==> src/sv/skeleton_endpoint_detector_macros.svh <==
// Assertion helpers, clocked on clk, held off during reset.
`ifndef SKELETON_ENDPOINT_DETECTOR_MACROS_SVH
`define SKELETON_ENDPOINT_DETECTOR_MACROS_SVH

// same-cycle implication
`define SED_ASSERT_NOW(label, ante, cons, msg) \
	label: assert property (@(posedge clk) disable iff (!arst_n) (ante) |-> (cons)) \
		else $error(msg);

// next-cycle implication
`define SED_ASSERT_NEXT(label, ante, cons, msg) \
	label: assert property (@(posedge clk) disable iff (!arst_n) (ante) |=> (cons)) \
		else $error(msg);

`endif

==> src/sv/sed_pkg.sv <==
package sed_pkg;

	localparam int MAX_WIDTH_DEF  = 2048;
	localparam int MAX_HEIGHT_DEF = 4096;
	localparam int MIN_SIZE       = 3;

	localparam int PIX_W      = 8;
	localparam int COL_W      = 11;
	localparam int ROW_W      = 12;
	localparam int CODE_W     = 8;
	localparam int CFG_WID_W  = 12;
	localparam int CFG_HGT_W  = 13;
	localparam int CFG_DATA_W = 13;
	localparam int CFG_IDX_W  = 1;

	localparam logic [CFG_IDX_W-1:0] REG_IMAGE_WIDTH  = 1'd0;
	localparam logic [CFG_IDX_W-1:0] REG_IMAGE_HEIGHT = 1'd1;

	localparam logic [CFG_WID_W-1:0] WIDTH_RESET  = 12'd640;
	localparam logic [CFG_HGT_W-1:0] HEIGHT_RESET = 13'd480;

	typedef struct packed {
		logic [COL_W-1:0]  end_column;
		logic [ROW_W-1:0]  end_row;
		logic [CODE_W-1:0] neighbour_code;
	} result_t;

endpackage

==> src/sv/sed_window.sv <==
module sed_window #(
	parameter int MAX_WIDTH  = sed_pkg::MAX_WIDTH_DEF,
	parameter int MAX_HEIGHT = sed_pkg::MAX_HEIGHT_DEF,
	localparam int CW = $clog2(MAX_WIDTH),
	localparam int RW = $clog2(MAX_HEIGHT)
) (
	input  logic             clk,
	input  logic             arst_n,
	input  logic             step,
	input  logic             top,
	input  logic             mid,
	input  logic             occ,
	input  logic [CW-1:0]    col,
	input  logic [RW-1:0]    row,
	output logic             hit,
	output sed_pkg::result_t res
);

	logic [8:0] win_q, win_nxt;
	logic [sed_pkg::CODE_W-1:0] code;
	logic [CW-1:0] col_dec;
	logic [RW-1:0] row_dec;

	// column c in bits 2:0, c-1 in 5:3, c-2 in 8:6; top row in the low bit
	assign win_nxt = {win_q[5:0], occ, mid, top};

	always_ff @(posedge clk or negedge arst_n) begin
		if (!arst_n)
			win_q <= '0;
		else if (step)
			win_q <= win_nxt;
	end

	// bit 7 north, then counterclockwise from northwest down to northeast in bit 0
	assign code = {win_nxt[3], win_nxt[6], win_nxt[7], win_nxt[8],
		win_nxt[5], win_nxt[2], win_nxt[1], win_nxt[0]};

	assign col_dec = col - CW'(1);
	assign row_dec = row - RW'(1);

	assign hit = step && (col >= CW'(2)) && (row >= RW'(2)) && win_nxt[4] && $onehot(code);

	always_comb begin
		res.end_column     = sed_pkg::COL_W'(col_dec);
		res.end_row        = sed_pkg::ROW_W'(row_dec);
		res.neighbour_code = code;
	end

endmodule

==> config.mk <==
export PLATFORM = sky130hd
export DESIGN_NAME = sed_window
export DESIGN_NICKNAME = d
export VERILOG_FILES = /design/src/sv/skeleton_endpoint_detector_macros.svh /design/src/sv/sed_pkg.sv /design/src/sv/sed_window.sv
export SDC_FILE = /design/constraint.sdc
export NUM_CORES = 1
export LEC_CHECK = 0
export ABC_AREA = 1
export ABC_CLOCK_PERIOD_IN_PS = 5800
export BUFFER_PORTS_ARGS = -buffer_cell sky130_fd_sc_hd__buf_2
export CAP_MARGIN = 20
export CORE_UTILIZATION = 47
export DETAILED_ROUTE_END_ITERATION = 8
export GPL_TIMING_DRIVEN = 0
export PLACE_DENSITY = 0.95
export SLEW_MARGIN = 20
export SYNTH_ARGS = -nofsm -noshare
export SYNTH_HDL_FRONTEND = slang
export SYNTH_SLANG_ARGS = --single-unit
==> constraint.sdc <==
create_clock -name clk -period 5.8 [get_ports clk]
set_input_delay 0.29 -clock clk [delete_from_list [all_inputs] [get_ports clk]]
set_output_delay 0.29 -clock clk [all_outputs]
set_load 0.02 [all_outputs]
==> impl_metrics.env <==
export IMPL_status="finished clean"
export IMPL_min_path_type="in2reg"
export IMPL_cts_num_sinks=6
export IMPL_drt_iter0_markers=12
export IMPL_cp_num_buf_inv=5
export IMPL_finClkSkew_ns=0.000857
export IMPL_synth_seq_cells=6
export IMPL_cts_htree_levels=1
export IMPL_cts_buffers=3
export IMPL_tns_ns=0
export IMPL_irDropWorstVdd_uv=107
export IMPL_crit_fanout=3
export IMPL_syn2layout_area_growth_pct=35.3
export IMPL_die_h_um=49.0
export IMPL_worst_path_stages=15
export IMPL_gp_congestion=0.843
export IMPL_start_util_pct=51.4
export IMPL_synth_top_family_by_area="simple AND/OR/NAND/NOR gates"
export IMPL_top_regs="win_q (6)"
export IMPL_period_needed_ns=3.73
export IMPL_yosysWarnings=0
export IMPL_layout_common_cells="60 x buf_2, 42 x nand2_1, 31 x inv_1, 27 x nor2_1, 9 x xor2_1"
export IMPL_dpl_hpwl_um=1980
export IMPL_ios=61
export IMPL_syn_area_um2=1040
export IMPL_finalHoldViolCount=0
export IMPL_viasPerCell=4.51
export IMPL_portBuffers=60
export IMPL_synthSimpleGateAreaFrac_pct=37.7
export IMPL_drt_total_wl_um=2250
export IMPL_maxSlewHeadroom_pct=75.6
export IMPL_core_area_um2=2020
export IMPL_cts_setup_buffers=0
export IMPL_clock_fmax_ghz=0.268
export IMPL_grt_max_degree=11
export IMPL_reg2reg_depth=2
export IMPL_synth_top_cell_by_area="nand2_1"
export IMPL_grt_total_usage_pct=21.5
export IMPL_power_density_nw_per_um2=163
export IMPL_cp_cell_sequence="inv_1, fa_1, fa_1, fa_1, inv_1, ha_1, inv_1, fa_1, nand2_1, inv_1, nand3b_1, nor2_1, nand2_1, nor2_1, buf_2"
export IMPL_drc_errors=0
export IMPL_synth_nets=206
export IMPL_cp_slowest_stage_delay_ns=0.52
export IMPL_report_final_slew_viol_count=0
export IMPL_nets=272
export IMPL_drive_above_1_share_pct=35.2
export IMPL_die_area_um2=2400
export IMPL_largest_reg_flops=6
export IMPL_cp_required_ns=5.51
export IMPL_globalRouteOverflowTotal=0
export IMPL_cts_max_path_buffers=2
export IMPL_synth_avg_cell_area_um2=6.26
export IMPL_rsz0062_at_grt="no"
export IMPL_drtPass1Iterations=4
export IMPL_synth_top_area_share_pct=15.2
export IMPL_worst_pin_slew_ns=0.366
export IMPL_utilization_pct=69.5
export IMPL_end_kind="primary output"
export IMPL_ctsResizeCount=0
export IMPL_routedWlPerCell_um=8.74
export IMPL_clk_latency_ns=0.24
export IMPL_yosysSeqAreaShare_pct=14.5
export IMPL_cp_top_family="adder cells"
export IMPL_synth_xor_area_share_pct=11.0
export IMPL_postRouteAntennaNets=0
export IMPL_synth_fa_ha_area_share_pct=16.1
export IMPL_cts_root_buf="clkbuf_4"
export IMPL_regMostFlops="win_q"
export IMPL_antenna_cells=0
export IMPL_crit_arrival_ns=3.44
export IMPL_grt_pass1_vias=1080
export IMPL_max_cap_violations=0
export IMPL_grt_pass1_wl_um=4080
export IMPL_muxShareOfSynthArea_pct=0
export IMPL_synth_compound_area_share_pct=3.37
export IMPL_rows=16
export IMPL_critPathSlowestCell="fa_1"
export IMPL_yosys_cell_types_count=20
export IMPL_critical_path_startpoint_type="flop"
export IMPL_post_route_period_util_pct=64.3
export IMPL_holdPathStages=3
export IMPL_vias=1159
export IMPL_yosys_top_cells_area="nand2_1 15%, dfrtp_1 14%, inv_1 11%, nor2_1 9.8%, ha_1 8.4%"
export IMPL_antenna_found_initial=0
export IMPL_cts_tree="done"
export IMPL_final_setup_viol_count=0
export IMPL_die_x_um=49.0
export IMPL_synth_cells=166
export IMPL_final_common_cell="buf_2"
export IMPL_critical_path_class="reg2out"
export IMPL_clk_transition_reported_paths_ns=0.05
export IMPL_n_fill_cell=189
export IMPL_power_leakage_nw=0.833
==> per-layer routing <==
layer	track usage (%)	part of all wire [%]
met5	0	0
met4	6.37	0.53
met3	4.67	6.1
met2	40.5	51
met1	23.8	42
==> Yosys cell counts (all sizes together) <==
master  count
nand2      44
nor2       34
inv        31
xor2        9
buf         8
ha          7
dfrtp       6
nand3       5
o21ai       5
fa          4
nand3b      4
xnor2       4
a21oi       2
clkbuf      1
nand4       1
nor3        1
==> worst register-to-register path, cell delays in order, from the launching register on <==
cell and delay [ns]:
dfrtp_1 0.39, inv_1 0.10, o21ai_0 0.10
==> layout make-up <==
cell class	instances	area, um2	share of cell area, %
Timing Repair Buffer	61	310	22.1
Multi-Input combinational cell	120	708	50.4
Clock buffer	3	22.5	1.60
Tap cell	27	33.8	2.40
Buffer	9	63.8	4.54
Sequential cell	6	150	10.7
Inverter	31	116	8.28
==> worst paths after layout <==
path	start	end	slack [ns]
setup / recovery	win_q[0]	hit	2.07
hold / removal	top	win_q[0]	0.30
setup reg to reg	win_q[3]	win_q[3]	5.07
hold reg to reg	win_q[1]	win_q[4]	0.52
max in group asynchronous	arst_n	win_q[3]	5.25
min in group asynchronous	arst_n	win_q[0]	0.41
==> power breakdown <==
group          leakage [nW]  switching [mW]  internal [mW]
combinational         0.747          0.0841         0.0574
sequential           0.0722         0.00266         0.0463
clock                0.0138          0.0151         0.0234
total                 0.833           0.102          0.127
==> cell families (layout without fill, tap and decap cells) <==
family / after synthesis / count (layout)
adder cells (fa/ha/maj): 11 / 11
XOR/XNOR: 13 / 13
AND/OR/NAND/NOR: 89 / 89
AO/OA/AOI/OAI: 7 / 7
flip-flops: 6 / 6
buffers and inverters: 40 / 104
==> metrics by stage <==
stage	cell area [um2]	hold slack, ns	std cells	total power [mW]	worst slack, ns
CTS	1410	0.298	257	0.232	2.06
global placement	1370	0.116	253	0.184	2.36
finish	1410	0.300	257	0.229	2.07
floorplan	1040	-0.00559	166	0.144	2.47
global route	1410	0.312	257	0.253	1.86
detailed placement	1370	0.120	253	0.191	2.28
==> what timing repair did <==
item / in CTS / in global routing
endpoints found under the hold margin: 6 / 0
setup endpoints to repair: 0 / 0
hold buffers: 1 / 0
No activity file was read; power rests on OpenSTA's default activity.
