===== src/sv/skeleton_endpoint_detector_macros.svh =====
// Assertion helpers, clocked on clk, held off during reset.
`ifndef SKELETON_ENDPOINT_DETECTOR_MACROS_SVH
`define SKELETON_ENDPOINT_DETECTOR_MACROS_SVH

// same-cycle implication
`define SED_ASSERT_NOW(label, ante, cons, msg) \
	label: assert property (@(posedge clk) disable iff (!arst_n) (ante) |-> (cons)) \
		else $error(msg);

// next-cycle implication
`define SED_ASSERT_NEXT(label, ante, cons, msg) \
	label: assert property (@(posedge clk) disable iff (!arst_n) (ante) |=> (cons)) \
		else $error(msg);

`endif


===== src/sv/sed_pkg.sv =====
package sed_pkg;

	localparam int MAX_WIDTH_DEF  = 2048;
	localparam int MAX_HEIGHT_DEF = 4096;
	localparam int MIN_SIZE       = 3;

	localparam int PIX_W      = 8;
	localparam int COL_W      = 11;
	localparam int ROW_W      = 12;
	localparam int CODE_W     = 8;
	localparam int CFG_WID_W  = 12;
	localparam int CFG_HGT_W  = 13;
	localparam int CFG_DATA_W = 13;
	localparam int CFG_IDX_W  = 1;

	localparam logic [CFG_IDX_W-1:0] REG_IMAGE_WIDTH  = 1'd0;
	localparam logic [CFG_IDX_W-1:0] REG_IMAGE_HEIGHT = 1'd1;

	localparam logic [CFG_WID_W-1:0] WIDTH_RESET  = 12'd640;
	localparam logic [CFG_HGT_W-1:0] HEIGHT_RESET = 13'd480;

	typedef struct packed {
		logic [COL_W-1:0]  end_column;
		logic [ROW_W-1:0]  end_row;
		logic [CODE_W-1:0] neighbour_code;
	} result_t;

endpackage


===== src/sv/sed_endpoint_if.sv =====
interface sed_endpoint_if;
	logic                       valid;
	logic                       ready;
	logic [sed_pkg::COL_W-1:0]  end_column;
	logic [sed_pkg::ROW_W-1:0]  end_row;
	logic [sed_pkg::CODE_W-1:0] neighbour_code;

	modport source (output valid, output end_column, output end_row, output neighbour_code,
		input ready);
	modport sink (input valid, input end_column, input end_row, input neighbour_code,
		output ready);
endinterface


===== src/sv/sed_out_buf.sv =====
module sed_out_buf (
	input  logic                  clk,
	input  logic                  arst_n,
	input  logic                  push,
	input  sed_pkg::result_t      push_data,
	output logic [1:0]            cnt,
	sed_endpoint_if.source        endp
);

	sed_pkg::result_t ent_q [2];
	logic wr_ptr_q, rd_ptr_q;
	logic [1:0] cnt_q;
	logic pop;

	assign pop = endp.valid && endp.ready;

	always_ff @(posedge clk or negedge arst_n) begin
		if (!arst_n) begin
			wr_ptr_q <= 1'b0;
			rd_ptr_q <= 1'b0;
			cnt_q    <= '0;
		end else begin
			if (push)
				wr_ptr_q <= ~wr_ptr_q;
			if (pop)
				rd_ptr_q <= ~rd_ptr_q;
			cnt_q <= cnt_q + 2'(push) - 2'(pop);
		end
	end

	always_ff @(posedge clk) begin
		if (push)
			ent_q[wr_ptr_q] <= push_data;
	end

	assign cnt                 = cnt_q;
	assign endp.valid          = (cnt_q != 2'd0);
	assign endp.end_column     = ent_q[rd_ptr_q].end_column;
	assign endp.end_row        = ent_q[rd_ptr_q].end_row;
	assign endp.neighbour_code = ent_q[rd_ptr_q].neighbour_code;

endmodule


===== src/flat_wrapper.sv =====
// flat-port wrapper written by rule: the top's interface ports become plain ports
module sed_out_buf_flat 
  (clk, arst_n, push, push_data, cnt, endp_valid, endp_end_column, endp_end_row, endp_neighbour_code, endp_ready);
  sed_endpoint_if endp_i ();
  input  logic clk;
  input  logic arst_n;
  input  logic push;
  input  sed_pkg::result_t push_data;
  output logic [1:0] cnt;
  output wire logic [$bits(endp_i.valid)-1:0] endp_valid;
  output wire logic [$bits(endp_i.end_column)-1:0] endp_end_column;
  output wire logic [$bits(endp_i.end_row)-1:0] endp_end_row;
  output wire logic [$bits(endp_i.neighbour_code)-1:0] endp_neighbour_code;
  input wire logic [$bits(endp_i.ready)-1:0] endp_ready;
  assign endp_valid = endp_i.valid;
  assign endp_end_column = endp_i.end_column;
  assign endp_end_row = endp_i.end_row;
  assign endp_neighbour_code = endp_i.neighbour_code;
  assign endp_i.ready = endp_ready;
  sed_out_buf u_core (.clk(clk), .arst_n(arst_n), .push(push), .push_data(push_data), .cnt(cnt), .endp(endp_i));
endmodule

===== config.mk =====
export PLATFORM = sky130hd
export DESIGN_NAME = sed_out_buf_flat
export DESIGN_NICKNAME = d
export VERILOG_FILES = /design/src/sv/skeleton_endpoint_detector_macros.svh /design/src/sv/sed_pkg.sv /design/src/sv/sed_endpoint_if.sv /design/src/sv/sed_out_buf.sv /design/src/flat_wrapper.sv
export SDC_FILE = /design/constraint.sdc
export NUM_CORES = 1
export LEC_CHECK = 0
export BUFFER_PORTS_ARGS = -buffer_cell sky130_fd_sc_hd__buf_2
export CORE_UTILIZATION = 55
export DETAILED_ROUTE_END_ITERATION = 8
export PLACE_DENSITY = 0.9
export SLEW_MARGIN = 20
export SYNTH_ARGS = -nofsm -noshare
export SYNTH_HDL_FRONTEND = slang
export SYNTH_SLANG_ARGS = --single-unit

===== constraint.sdc =====
create_clock -name clk -period 4.3 [get_ports clk]
set_input_delay 0.43 -clock clk [delete_from_list [all_inputs] [get_ports clk]]
set_output_delay 0.43 -clock clk [all_outputs]
set_load 0.05 [all_outputs]

==> flow_metrics.py <==
metrics = {
    "routing": {
        "first_pass_iters": 8,
        "drt-initial-drc-count": 68,
        "routed_wl_mm": 3.88,
        "drtAntennaViolNets": 0,
        "vias_per_cell": 5.06,
        "drc": 6,
        "post_drt_wl_per_cell_um": 15.7,
        "vias": 1249,
    },
    "place": {
        "hpwl_mm": 2.73,
        "globalplace.congestion": 0.714,
        "dpl_worst_slack_ns": 2.24,
        "portBuffers": 68,
    },
    "die": {
        "initial_utilization_pct": 58.2,
        "rows": 24,
        "die_h_um": 70.6,
        "core_area_sq_um": 4440,
        "io_pins": 69,
        "die_w_um": 70.6,
        "die-area_sq_um": 4980,
    },
    "timing": {
        "tightest_slew_ns": 0.961,
        "fin_setup_tns_ns": 0,
        "finalSetupViolCount": 0,
        "min_period_over_period_pct": 55.4,
        "max_freq_ghz": 0.420,
        "hold_viol": 0,
        "worst_slack_ns": 1.92,
        "final.setup_skew_ns": 0.00702,
        "finalCriticalPeriod_ns": 2.38,
        "maxSlewHeadroom_pct": 36.0,
        "slew_violations": 0,
        "rsz0062_at_grt": "false",
    },
    "clock_network": {
        "cts_buffers": 9,
        "clockBufferDepth": 2,
        "cts_tree": "done",
        "clk_pin_slew_worst_paths_ns": 0.06,
        "clkLatencyLatePin_ns": 0.32,
        "h-tree-depth": 3,
        "post_cts_buffers": 0,
        "cts-root-buf": "clkbuf_8",
        "clkSinkCount": 66,
        "cts_resized": 0,
    },
    "power_and_ir_drop": {
        "ir_drop_v": 0.000741,
        "power.density_nw_per_um2": 771,
        "p_leak_nw": 1.28,
    },
    "yosys": {
        "yosysTopAreaCell": "edfxtp_1",
        "synth_compound_area_share_pct": 0.290,
        "yosysMostFrequentCell": "edfxtp_1",
        "synthAdderAreaFrac_pct": 0.968,
        "netlist_instances": 113,
        "synth-xor-area-share_pct": 1.36,
        "synth_enable_flop_cells": 62,
        "synth.top_cell.area_share_pct": 72.0,
        "postSynthAreaPerCell_sq_um": 22.9,
        "synth.mux.area_fraction_pct": 17.7,
        "seq_area_frac_synth_pct": 75.9,
        "synth.area.top_cells": "edfxtp_1 72%, mux2_4 17%, dfrtp_1 3.9%",
        "syn_area_sq_um": 2580,
        "synth_cell_type_count": 14,
        "synth-simple-area-share_pct": 0.726,
        "synth.ff_latch_count": 66,
        "synth_top_family_by_area": "multiplexers",
        "ys.flop_type": "edfxtp_1",
        "synth_commonest_cells": "62 x edfxtp_1, 29 x mux2_4, 4 x dfrtp_1",
        "synth_fp_nets": 150,
        "async_flop_share_pct": 6.06,
        "yosysWarnings": 0,
    },
    "worst_setup_path": {
        "critPathLaunchType": "flip-flop",
        "path_max_fanout": 32,
        "end_kind": "output pin",
        "r2r_cells": 2,
        "cp.arrival_ns": 1.95,
        "worstPathRequired_ns": 3.87,
        "crit_type": "reg2out",
    },
    "global_routing": {
        "grt_remaining_overflow": 0,
        "grt_max_degree": 33,
        "antenna_found_initial": 0,
        "grt_pass1_vias": 1323,
        "grt_pass1_wl_mm": 5.98,
        "grt_usage_pct": 16.9,
    },
    "cells_and_area": {
        "nets": 228,
        "diodes": 0,
        "synthToLayoutAreaGrowth_pct": 19.8,
        "layout-drive-gt1-share_pct": 59.5,
    },
    "status": {
        "outcome": "finished with violations",
        "violations": "DRC",
    },
    "flow_run": {
        "maxCapViolations": 0,
    },
    "hold_path": {
        "whs_path_depth": 1,
        "hp-class": "in2reg",
    },
}
-- placed cells by master (no fill, tap or decap), types with 2 or more instances in the layout --
cell,instances
buf_2,68
buf_4,2
clkbuf_8,9
clkinv_1,2
clkinv_2,3
dfrtp_1,3
edfxtp_1,62
ha_1,2
inv_1,2
mux2_2,2
mux2_4,29
xnor2_1,2
xor2_1,2
-- sequential cells by signal (all words and copies together), names as in the netlist --
register	cells
u_core.cnt	2
u_core.ent_q	62
u_core.rd_ptr_q	1
u_core.wr_ptr_q	1
-- stage by stage --
| step | util [%] | total power [W] | cells | cell area [sq um] | hold WS [ns] |
|---|---|---|---|---|---|
| 2_1_floorplan | - | 0.00188 | 113 | 2580 | 0.134 |
| 5_1_grt | 69.7 | 0.00248 | 247 | 3100 | 0.277 |
| 3_3_place_gp | 66.1 | 0.00199 | 231 | 2940 | 0.237 |
| 4_1_cts | 69.7 | 0.00241 | 247 | 3100 | 0.279 |
| 6_report | 69.7 | 0.00239 | 247 | 3100 | 0.294 |
| 3_5_place_dp | 66.1 | 0.00201 | 231 | 2940 | 0.243 |
-- per-layer routing --
layer	share of wire [%]	GRT usage, %	vias up
met4	3.5	12.7	0
li1	-	-	590
met1	37	16.8	603
met5	0	0	-
met3	6.1	4.99	11
met2	53	29.9	45
-- report_power, final --
group / internal, W / switching (W)
Combinational: 0.000353 / 0.000661
Clock: 0.000199 / 0.000197
Sequential: 0.000858 / 0.000121
Total: 0.00141 / 0.000980
-- cells by family after synthesis --
group / after synthesis
adders and majority gates: 2
muxes: 31
xor gates and xnor gates: 4
DFF: 66
AOI/OAI and AO/OA: 1
and+or+nand+nor: 3
buffers and inverters: 6
-- worst paths after layout --
path	slack (ns)	endpoint	startpoint
setup / recovery	1.92	endp_neighbour_code[0]	u_core.rd_ptr_q
hold / removal	0.29	u_core.ent_q[0][24]	push_data[24]
max in group asynchronous	3.71	u_core.rd_ptr_q	arst_n
hold reg to reg	0.50	u_core.wr_ptr_q	u_core.wr_ptr_q
min in group asynchronous	0.46	u_core.cnt[0]	arst_n
setup reg to reg	2.64	u_core.ent_q[0][11]	u_core.wr_ptr_q
-- critical path, stage by stage (launching register included) --
cell     delay, ns
dfrtp_2       1.00
mux2_2        0.42
buf_2         0.21
-- what timing repair did --
item / 4_1_cts / 5_1_grt
hold endpoints to repair: 4 / 0
hold buffers: 1 / 0
setup endpoints to repair: 0 / 0
-- final cells by class --
cell class / count / area (sq um)
clock buffer: 10 / 128
clock inverter: 5 / 22.5
sequential: 66 / 1960
timing repair buffer: 71 / 365
inverter: 2 / 7.51
fill: 278 / 1350
tap: 52 / 65.1
multi-input combinational: 41 / 547
(Power assumes the default switching activity.)
