$ cat src/sv/skeleton_endpoint_detector_macros.svh
// Assertion helpers, clocked on clk, held off during reset.
`ifndef SKELETON_ENDPOINT_DETECTOR_MACROS_SVH
`define SKELETON_ENDPOINT_DETECTOR_MACROS_SVH

// same-cycle implication
`define SED_ASSERT_NOW(label, ante, cons, msg) \
	label: assert property (@(posedge clk) disable iff (!arst_n) (ante) |-> (cons)) \
		else $error(msg);

// next-cycle implication
`define SED_ASSERT_NEXT(label, ante, cons, msg) \
	label: assert property (@(posedge clk) disable iff (!arst_n) (ante) |=> (cons)) \
		else $error(msg);

`endif

$ cat src/sv/sed_pkg.sv
package sed_pkg;

	localparam int MAX_WIDTH_DEF  = 2048;
	localparam int MAX_HEIGHT_DEF = 4096;
	localparam int MIN_SIZE       = 3;

	localparam int PIX_W      = 8;
	localparam int COL_W      = 11;
	localparam int ROW_W      = 12;
	localparam int CODE_W     = 8;
	localparam int CFG_WID_W  = 12;
	localparam int CFG_HGT_W  = 13;
	localparam int CFG_DATA_W = 13;
	localparam int CFG_IDX_W  = 1;

	localparam logic [CFG_IDX_W-1:0] REG_IMAGE_WIDTH  = 1'd0;
	localparam logic [CFG_IDX_W-1:0] REG_IMAGE_HEIGHT = 1'd1;

	localparam logic [CFG_WID_W-1:0] WIDTH_RESET  = 12'd640;
	localparam logic [CFG_HGT_W-1:0] HEIGHT_RESET = 13'd480;

	typedef struct packed {
		logic [COL_W-1:0]  end_column;
		logic [ROW_W-1:0]  end_row;
		logic [CODE_W-1:0] neighbour_code;
	} result_t;

endpackage

$ cat src/sv/sed_front.sv
module sed_front #(
	parameter int MAX_WIDTH  = sed_pkg::MAX_WIDTH_DEF,
	parameter int MAX_HEIGHT = sed_pkg::MAX_HEIGHT_DEF,
	localparam int CW = $clog2(MAX_WIDTH),
	localparam int RW = $clog2(MAX_HEIGHT)
) (
	input  logic                            clk,
	input  logic                            arst_n,
	input  logic                            cfg_we,
	input  logic [sed_pkg::CFG_IDX_W-1:0]   cfg_idx,
	input  logic [sed_pkg::CFG_DATA_W-1:0]  cfg_data,
	input  logic                            accept,
	input  logic [sed_pkg::PIX_W-1:0]       pixel_value,
	output logic [CW-1:0]                   col,
	output logic                            v_s1,
	output logic                            occ_s1,
	output logic [CW-1:0]                   col_s1,
	output logic [RW-1:0]                   row_s1
);

	localparam int WL = CW + 1;
	localparam int HL = RW + 1;

	logic [sed_pkg::CFG_WID_W-1:0] width_q;
	logic [sed_pkg::CFG_HGT_W-1:0] height_q;
	logic [CW-1:0] col_q;
	logic [RW-1:0] row_q;
	logic [WL-1:0] w_eff, col_inc;
	logic [HL-1:0] h_eff, row_inc;

	always_ff @(posedge clk or negedge arst_n) begin
		if (!arst_n) begin
			width_q  <= sed_pkg::WIDTH_RESET;
			height_q <= sed_pkg::HEIGHT_RESET;
		end else if (cfg_we) begin
			case (cfg_idx)
				sed_pkg::REG_IMAGE_WIDTH: begin
					width_q <= cfg_data[sed_pkg::CFG_WID_W-1:0];
				end
				sed_pkg::REG_IMAGE_HEIGHT: begin
					height_q <= cfg_data[sed_pkg::CFG_HGT_W-1:0];
				end
				default: begin
				end
			endcase
		end
	end

	// saturate frame size to [3, max]
	always_comb begin
		if (width_q < sed_pkg::CFG_WID_W'(sed_pkg::MIN_SIZE))
			w_eff = WL'(sed_pkg::MIN_SIZE);
		else if (32'(width_q) > 32'(MAX_WIDTH))
			w_eff = WL'(MAX_WIDTH);
		else
			w_eff = WL'(width_q);
		if (height_q < sed_pkg::CFG_HGT_W'(sed_pkg::MIN_SIZE))
			h_eff = HL'(sed_pkg::MIN_SIZE);
		else if (32'(height_q) > 32'(MAX_HEIGHT))
			h_eff = HL'(MAX_HEIGHT);
		else
			h_eff = HL'(height_q);
	end

	assign col_inc = {1'b0, col_q} + WL'(1);
	assign row_inc = {1'b0, row_q} + HL'(1);

	always_ff @(posedge clk or negedge arst_n) begin
		if (!arst_n) begin
			col_q <= '0;
			row_q <= '0;
			v_s1  <= 1'b0;
		end else begin
			v_s1 <= accept;
			if (accept) begin
				if (col_inc >= w_eff) begin
					col_q <= '0;
					if (row_inc >= h_eff)
						row_q <= '0;
					else
						row_q <= row_inc[RW-1:0];
				end else begin
					col_q <= col_inc[CW-1:0];
				end
			end
		end
	end

	always_ff @(posedge clk) begin
		if (accept) begin
			occ_s1 <= (pixel_value == '0);
			col_s1 <= col_q;
			row_s1 <= row_q;
		end
	end

	assign col = col_q;

endmodule

$ cat config.mk
export PLATFORM = sky130hd
export DESIGN_NAME = sed_front
export DESIGN_NICKNAME = d
export VERILOG_FILES = /design/src/sv/skeleton_endpoint_detector_macros.svh /design/src/sv/sed_pkg.sv /design/src/sv/sed_front.sv
export SDC_FILE = /design/constraint.sdc
export NUM_CORES = 1
export LEC_CHECK = 0
export BUFFER_PORTS_ARGS = -buffer_cell sky130_fd_sc_hd__buf_2
export CAP_MARGIN = 20
export CORE_MARGIN = 2
export CORE_UTILIZATION = 45
export DETAILED_ROUTE_END_ITERATION = 8
export PLACE_DENSITY_LB_ADDON = 0.25
export SLEW_MARGIN = 20
export SYNTH_ARGS = -nofsm -noshare
export SYNTH_HDL_FRONTEND = slang
export SYNTH_SLANG_ARGS = --single-unit
$ cat constraint.sdc
create_clock -name clk -period 6.75 [get_ports clk]
set_clock_uncertainty 0.1 [all_clocks]
set_input_delay 0.675 -clock clk [delete_from_list [all_inputs] [get_ports clk]]
set_output_delay 0.675 -clock clk [all_outputs]
set_load 0.005 [all_outputs]
==> flow_metrics.env <==
export IMPL_regArea_mm2=0.00195
export IMPL_final_cell_mix="buf_2 (61), dfrtp_1 (43), nand2_1 (36), ha_1 (27), edfxtp_1 (24)"
export IMPL_endpoint_kind="flip-flop"
export IMPL_powerDensity_mw_per_mm2=318
export IMPL_slew_violations=0
export IMPL_grt_max_degree=50
export IMPL_drt_total_wl_mm=6.89
export IMPL_syn_inst=321
export IMPL_fin_setup_tns_ps=0
export IMPL_syn_avg_cell_area_um2=11.5
export IMPL_clockBufferDepth=2
export IMPL_async_flop_share=0.671
export IMPL_finalCritPeriodShare=0.569
export IMPL_vias=2595
export IMPL_cts_repair_resized=0
export IMPL_numClockSinks=73
export IMPL_grt_pass1_wl_mm=11.6
export IMPL_status="completed"
export IMPL_min_path_type="input pin to asynchronous set/reset pin"
export IMPL_syn_nets=374
export IMPL_ys_seq_area_frac=0.528
export IMPL_grt_overflow_total=0
export IMPL_place_gp_congestion=0.800
export IMPL_cts_setup_buffers=0
export IMPL_whs_ps=317
export IMPL_io_buffers=61
export IMPL_final_nets=439
export IMPL_io_pins=62
export IMPL_synth_seq_cells=73
export IMPL_via_per_inst=5.23
export IMPL_yosys_top_cells_area="dfrtp_1 (29%), edfxtp_1 (19%), ha_1 (9.1%)"
export IMPL_synth_top_area_frac=0.291
export IMPL_use_met2=0.248
export IMPL_startpoint_type="flip-flop"
export IMPL_core_area_mm2=0.00809
export IMPL_grt_busiest_layer="met2"
export IMPL_dieArea_mm2=0.00897
export IMPL_finalCriticalPeriod_ps=3840
export IMPL_met3_usage=0.0343
export IMPL_cp_data_arrival_time_ps=4020
export IMPL_yosysWarnings=0
export IMPL_drive_gt1_frac=0.294
export IMPL_synth_edff_count=24
export IMPL_finalSetupViolCount=0
export IMPL_relSlewSlack=0.304
export IMPL_hpwl_mm=5.11
export IMPL_peakVddDrop_mv=0.142
export IMPL_numCtsBuffers=9
export IMPL_max_freq_ghz=0.260
export IMPL_critPathMaxFanout=14
export IMPL_fp_dieW_um=94.7
export IMPL_start_util=0.457
export IMPL_htreeDepth=3
export IMPL_antenna_found_initial=0
export IMPL_area_delta_synth_final_pct=17.0
export IMPL_synthFlopType="dfrtp_1"
export IMPL_total_power_w=0.00137
export IMPL_ant_nets=0
export IMPL_tightest_slew_ps=1040
export IMPL_clk_pin_slew_ps=70
export IMPL_clk_latency_ps=340
export IMPL_diodes=0
export IMPL_dp_cells=480
export IMPL_cts_tree="done"
export IMPL_rows=33
export IMPL_first_global_vias=2443
export IMPL_grt_use_met1=0.242
export IMPL_postCtsHoldBufs=0
export IMPL_leakagePower_nw=2.01
export IMPL_synth_area_leader_cell="dfrtp_1"
export IMPL_track_usage=0.168
export IMPL_layout_cells_most_common="buf_2"
export IMPL_drc=0
export IMPL_first_pass_iters=4
export IMPL_maxCapViolations=0
export IMPL_finalHoldViolCount=0
export IMPL_synth_distinct_cells=42
export IMPL_fin_util=0.535
export IMPL_die_h_um=94.7
export IMPL_n_fill_cell=730
export IMPL_first_iter_violations=74
export IMPL_final_cells=496
export IMPL_grt_setup_unrepaired="false"
export IMPL_required_ps=6930
export IMPL_multi_input_area_mm2=0.00164
export IMPL_synthesis_area_mm2=0.00370
export IMPL_crit_type="flip-flop to flip-flop"
export IMPL_cts_root_buf="clkbuf_8"
export IMPL_avgRoutedWirePerCell_um=13.9
-- per-stage QoR --
step	setup WS (ps)	instance area, um2
after floorplan	3490	3700
after global placement	3080	4100
after detailed placement	2970	4100
after CTS	2920	4330
after global routing	2510	4330
final	2910	4330
-- final timing paths --
check | startpoint | to | slack, ps | cells after the start
min | arst_n | height_q[10] | 320 | 2
min in group clk | col[7] | col_s1[7] | 370 | 0
max in group asynchronous | arst_n | row_q[6] | 5800 | 2
max | width_q[6] | row_q[0] | 2910 | 11
min reg2reg | col[7] | col_s1[7] | 370 | 0
max reg2reg | width_q[6] | row_q[0] | 2910 | 11
-- registers in the layout, indices dropped and copies added, names as in the netlist --
register  flops
occ_s1        1
row_s1       12
col_s1       11
height_q     13
row_q        12
col          11
width_q      12
v_s1          1
-- per-layer routing --
metal	wire length [um]	share of wire
met1	3430	0.50
met2	3010	0.44
met3	330	0.048
met4	121	0.018
met5	0	0
-- where the power goes --
| part | total (W) | internal (W) | leakage [nW] | switching [W] |
|---|---|---|---|---|
| logic | 0.000364 | 0.000175 | 1.05 | 0.000189 |
| clock network | 0.000400 | 0.000244 | 0.114 | 0.000156 |
| registers | 0.000611 | 0.000544 | 0.847 | 0.0000673 |
-- layout make-up --
cell class                      instances  area share
Clock buffer                           10      0.0295
Clock inverter                          6      0.0246
Inverter                               16      0.0139
Multi-Input combinational cell        224       0.378
Sequential cell                        73       0.451
Tap cell                              105      0.0303
Timing Repair Buffer                   62      0.0723
-- synth_stat cells, types with 2 or more instances --
| cell | number |
|---|---|
| dfrtp_1 | 43 |
| nand2_1 | 36 |
| ha_1 | 27 |
| edfxtp_1 | 24 |
| mux2_2 | 23 |
| inv_1 | 15 |
| o21ai_0 | 15 |
| nor2_1 | 14 |
| xnor2_1 | 13 |
| a21oi_1 | 12 |
| nand3_1 | 12 |
| nand2b_1 | 10 |
| and3_1 | 6 |
| dfstp_2 | 6 |
| xor2_1 | 6 |
| a22o_2 | 5 |
| a22o_1 | 4 |
| nor2b_1 | 4 |
| nor3_1 | 4 |
| nor4_1 | 4 |
| o21bai_1 | 4 |
| a21o_1 | 3 |
| clkbuf_1 | 3 |
| o21a_1 | 3 |
| o31ai_1 | 3 |
| or4_1 | 3 |
| buf_6 | 2 |
| nand4_1 | 2 |
| o21ai_2 | 2 |
-- worst max-delay path, stage by stage (launching register included) --
cell	delay [ps]
dfrtp_1	410
nor4_1	310
nand3_1	170
o31ai_1	430
nand2_1	150
ha_1	300
nand4_1	100
or3_1	390
o31ai_2	310
o21ai_2	210
nor2_1	610
mux2_2	270
-- logic make-up (layout without fill, tap and decap cells) --
kind of cell | after synthesis | count (layout) | synth area share
flops | 73 | 73 | 0.528
simple gates | 98 | 98 | 0.129
xor+xnor | 19 | 19 | 0.0450
fa+ha+maj | 27 | 27 | 0.0913
compound gates | 56 | 56 | 0.104
buf+inv | 24 | 94 | 0.0297
mux | 24 | 24 | 0.0727
Note: power is estimated with default switching activity, not from simulation.
